===== src/psa_pkg.sv =====
// Shared types and codes for the page span allocator.
// No dependencies.
`default_nettype none
package psa_pkg;

  localparam logic [1:0] ST_OK      = 2'd0;
  localparam logic [1:0] ST_BADSIZE = 2'd1;
  localparam logic [1:0] ST_EXHAUST = 2'd2;
  localparam logic [1:0] ST_DROPPED = 2'd3;

  localparam logic [7:0] CFG_POOL_BASE    = 8'd0;
  localparam logic [7:0] CFG_REGION_LIMIT = 8'd1;

  localparam int SCAN_WIN = 8;

  typedef struct packed {
    logic capture;
    logic scan;
    logic fresh;
    logic pop_a;
    logic pop_b;
    logic pop_c;
    logic bad;
    logic exhaust;
  } cmd_t;

  typedef struct packed {
    logic bad_size;
    logic found;
    logic scan_end;
    logic exhausted;
  } sts_t;

endpackage
`default_nettype wire


===== src/psa_ctrl.sv =====
// Controller state machine of the page span allocator.
// Depends on psa_pkg.
`default_nettype none
module psa_ctrl import psa_pkg::*; (
  input  wire  clk,
  input  wire  rst_n,
  input  wire  in_valid,
  output logic in_stall,
  output logic out_valid,
  input  wire  out_stall,
  input  sts_t sts,
  output cmd_t cmd
);

  localparam logic [2:0] S_IDLE  = 3'd0;
  localparam logic [2:0] S_SCAN  = 3'd1;
  localparam logic [2:0] S_FRESH = 3'd2;
  localparam logic [2:0] S_POPA  = 3'd3;
  localparam logic [2:0] S_POPB  = 3'd4;
  localparam logic [2:0] S_POPC  = 3'd5;
  localparam logic [2:0] S_OUT   = 3'd6;

  logic [2:0] state_r, state_nxt;

  always_ff @(posedge clk) begin
    if (!rst_n) state_r <= S_IDLE;
    else        state_r <= state_nxt;
  end

  always_comb begin
    state_nxt = state_r;
    cmd       = '0;
    case (state_r)
      S_IDLE: begin
        if (in_valid) begin
          cmd.capture = 1'b1;
          if (sts.bad_size) begin
            cmd.bad   = 1'b1;
            state_nxt = S_OUT;
          end else begin
            state_nxt = S_SCAN;
          end
        end
      end
      S_SCAN: begin
        cmd.scan = 1'b1;
        if (sts.found) begin
          state_nxt = S_POPA;
        end else if (sts.scan_end) begin
          if (sts.exhausted) begin
            cmd.exhaust = 1'b1;
            state_nxt   = S_OUT;
          end else begin
            state_nxt = S_FRESH;
          end
        end
      end
      S_FRESH: begin
        cmd.fresh = 1'b1;
        state_nxt = S_POPA;
      end
      S_POPA: begin
        cmd.pop_a = 1'b1;
        state_nxt = S_POPB;
      end
      S_POPB: begin
        cmd.pop_b = 1'b1;
        state_nxt = S_POPC;
      end
      S_POPC: begin
        cmd.pop_c = 1'b1;
        state_nxt = S_OUT;
      end
      S_OUT: begin
        if (!out_stall) state_nxt = S_IDLE;
      end
      default: state_nxt = S_IDLE;
    endcase
  end

  assign in_stall  = (state_r != S_IDLE);
  assign out_valid = (state_r == S_OUT);

endmodule
`default_nettype wire


===== config.mk =====
export PLATFORM = sky130hd
export DESIGN_NAME = psa_ctrl
export DESIGN_NICKNAME = d
export VERILOG_FILES = /design/src/psa_pkg.sv /design/src/psa_ctrl.sv
export SDC_FILE = /design/constraint.sdc
export NUM_CORES = 1
export LEC_CHECK = 0
export BUFFER_PORTS_ARGS = -buffer_cell sky130_fd_sc_hd__buf_2
export CAP_MARGIN = 30
export CORE_AREA = 2 2 39 41
export DETAILED_ROUTE_END_ITERATION = 10
export DIE_AREA = 0 0 41 43
export GPL_TIMING_DRIVEN = 0
export PLACE_DENSITY = 0.49
export SYNTH_ARGS = -nofsm -noshare
export SYNTH_HDL_FRONTEND = slang
export SYNTH_SLANG_ARGS = --single-unit

===== constraint.sdc =====
create_clock -name clk -period 1.4 [get_ports clk]
set_input_delay 0.28 -clock clk [delete_from_list [all_inputs] [get_ports clk]]
set_output_delay 0.28 -clock clk [all_outputs]
set_load 0.02 [all_outputs]

# After elaboration in Yosys (flattened, before gate mapping)
# Cells that the tools add are included.
[totals]
wordCells = 34
output_inout_bits = 10
reg_bits = 3
in_bits = 8
[op_classes]
muxes = 21
n_reduce_logical = 3
n_eq_ne = 9
[ops]
columns = ["op", "count"]
rows = [
  ["case mux 3 bit (7 select lines)", 1],
  ["2-to-1 mux 3 bit", 6],
  ["2-to-1 mux 1 bit", 14],
  ["equality test 3 bit, second input constant", 3],
  ["equality test 3 x 2 -> 1 bit, second input constant", 2],
  ["!= test 2 bit, second input constant", 2],
  ["equality test 3 x 1 -> 1 bit, second input constant", 1],
  ["zero test 3 bit", 1],
  ["!= test 3 bit, second input constant", 1],
  ["AND reduction 3 bit", 1],
  ["nonzero test 3 bit", 1],
]

# Longest topological paths before layout
[depth]
depth_word = 4
mapped_depth = 6
depth_no_buf = 5

# Least setup slack after synthesis
# Ideal clock, no wire load.
[synth_path]
kind = "register -> output"
startpoint = "register state_r[1]"
endpoint = "output cmd[0] (netlist name)"
path_slack_ns = 0.032
required_ns = 1.120
path_stages_with_launch = 5
arrival_time_ns = 1.088
n_path_buf = 1
cell_sequence = "dfxtp_1 -> buf_6 -> nor2_4 -> nand2_1 -> nor3_1"
[synth_lines]
columns = ["element", "line_no", "rtl"]
rows = [
  ["start: declaration", "psa_ctrl.sv:23", "logic [2:0] state_r, state_nxt;"],
  ["start signal: assignment", "psa_ctrl.sv:27", "else state_r <= state_nxt;"],
  ["end: declaration", "psa_ctrl.sv:12", "output cmd_t cmd"],
]

==> flow_summary_export.csv <==
group,metric,value,unit
run_status,outcome,"finished, violations left",
run_status,violations,"setup timing",
power_and_ir_drop,fin_total_pwr,1.28,mW
timing,tns,-0.170,ns
layout,fin_cells,84,
logic_synthesis,synth-seq-cells,3,
timing,hold_viol,0,
logic_synthesis,ys.flop_type,"dfxtp_1",
clock_network,clock_latency,0.24,ns
grt,grt.total_usage,9.92,%
setup_path,critPathKind,"reg2out",
placement,place_inst,72,
logic_synthesis,synth.net_count,47,
logic_synthesis,synth_top_cell_by_area,"dfxtp_1",
grt,grt_overflow,0,
layout,reg.largest.list,"state_r: 3 flops",
placement,dpl_cell_area,404,um2
layout,layout-drive-gt1-share,64.7,%
hold_path,hold_path_class,"in2reg",
layout,antenna_cells,0,
clock_network,h-tree-depth,1,
logic_synthesis,synth_area_per_cell,7.67,um2
logic_synthesis,synth_warnings,0,
layout,nFillCells,144,
route,wirelength,835,um
timing,worst_hold_slack,0.301,ns
logic_synthesis,synthTopCellsByArea,"dfxtp_1 20%, buf_6 7.5%, nor3b_1 7.5%",
grt,grt_max_degree,11,
layout,final_nets,77,
timing,final_max_slew_viol_count,0,
logic_synthesis,syn_area,299,um2
power_and_ir_drop,p_leak,0.310,nW
setup_path,cp-start-kind,"register",
floorplanning,initial_core_util,21.6,%
grt,grt_pass1_wl,1190,um
route,first_iter_violations,0,
floorplanning,die_x,41,um
hold_path,min_path_cells,2,
setup_path,cp_max_fo,4,
clock_network,clockRootBuffer,"clkbuf_4",
layout,fin_util,44.2,%
route,routedWlPerCell,9.94,um
flow_run,maxCapViolations,0,
placement,pre_cts_slack,0.0546,ns
grt,grt_pass1_vias,322,
timing,max_freq,680,MHz
floorplanning,die_area,1760,um2
setup_path,r2r_cells,6,
layout,largest_register_ffs,3,
layout,areaGrowthSynthToFinish,105,%
timing,slew_headroom,85.6,%
clock_network,cts.sink_count,3,
timing,period_needed,1.47,ns
power_and_ir_drop,power_density,2100,nW/um2
logic_synthesis,async_reset_ff_share,0,%
placement,place_congestion,0.663,
logic_synthesis,ys_top_cells_by_count,"3 x and2_1, 3 x dfxtp_1, 3 x nor2_1, 3 x nor3b_1",
setup_path,required,1.12,ns
logic_synthesis,synth_top_area_share,20.1,%
layout,stdcell_area,612,um2
route,via_count,368,
floorplanning,core_area,1380,um2
clock_network,cts_tree,"done",
logic_synthesis,synth-seq-area-share,20.1,%
logic_synthesis,syn_inst,39,
power_and_ir_drop,ir_worst_vdd,0.740,mV
clock_network,cts_buffers,3,
placement,dp_hpwl,559,um
layout,top_register,"state_r",
floorplanning,rows,14,
route,drt-pass1-iter-count,1,
floorplanning,ioPinCount,18,
clock_network,cts_hold_buf,0,
timing,finalClockSkew,0.00765,ns
logic_synthesis,ys_types,25,
timing,min_period_over_period,105,%
route,drt-vias-per-instance,4.38,
logic_synthesis,synth-edff-count,0,
route,route.detailed.drc,0,
clock_network,clk_pin_slew,0.04,ns
timing,layout_setup_ws,-0.0700,ns
route,ant_nets,0,
floorplanning,die_h,43,um
timing,tightest_slew,0.214,ns
timing,rsz0062_at_grt,"true",
placement,port_buffers,17,
setup_path,crit_arrival,1.19,ns
clock_network,clk_path_buf_depth,2,
timing,setup_violations,6,
grt,antenna_found_initial,0,
setup_path,crit_path_end_kind,"primary output",
logic make-up after synthesis:
logic type | count (synthesis) | share of synthesized area (%)
compound gates | 10 | 24.3
flops | 3 | 20.1
simple gates | 20 | 41.8
buf+inv | 6 | 13.8
final timing paths:
kind,to,start,slack (ns)
worst min register to register,state_r[2],state_r[0],0.68
worst max-delay path,cmd[1],state_r[0],-0.07
worst min-delay path,state_r[2],rst_n,0.30
worst max register to register,state_r[2],state_r[2],0.14
what timing repair did:
| item | 4_1_cts | 5_1_grt |
|---|---|---|
| gates cloned | 0 | 0 |
| pin swaps | 6 | 8 |
| buffers inserted | 5 | 3 |
| setup endpoints to repair | 6 | 8 |
| gates resized for setup | 13 | 15 |
critical path, cell delays in order (launching register included):
cell	delay, ns
dfxtp_2	0.32
buf_6	0.13
nor3_4	0.19
and3_4	0.20
buf_6	0.11
power breakdown:
part / internal, mW / switching (mW) / total (mW)
combinational: 0.536 / 0.438 / 0.974
sequential: 0.126 / 0.0299 / 0.156
clock: 0.107 / 0.0469 / 0.154
cells in the final DEF (no fill, tap or decap), types with 2 or more instances in the layout:
cell      instances
buf_12            2
inv_1             2
buf_2             8
nand2b_1          2
clkbuf_4          3
o21bai_1          2
and2_1            3
buf_4            10
nor3b_2           2
dfxtp_2           2
nor2_4            2
buf_6             8
nor2_1            2
cell type report:
type                       count  area (um2)  share of cell area (%)
buffer                         3        33.8                    5.52
clock buffer                   4        26.3                    4.29
inverter                       3        11.3                    1.84
multi-input combinational     30         246                    40.3
sequential                     3        62.6                    10.2
tap                           16        20.0                    3.27
timing repair buffer          25         211                    34.6
routing by layer:
| metal | wire (um) | GRT usage [%] |
|---|---|---|
| met5 | 0 | 0 |
| met4 | 0 | 6.00 |
| met3 | 58 | 3.14 |
| met2 | 414 | 14.4 |
| met1 | 362 | 12.1 |
Note: power is estimated with default switching activity, not from simulation.
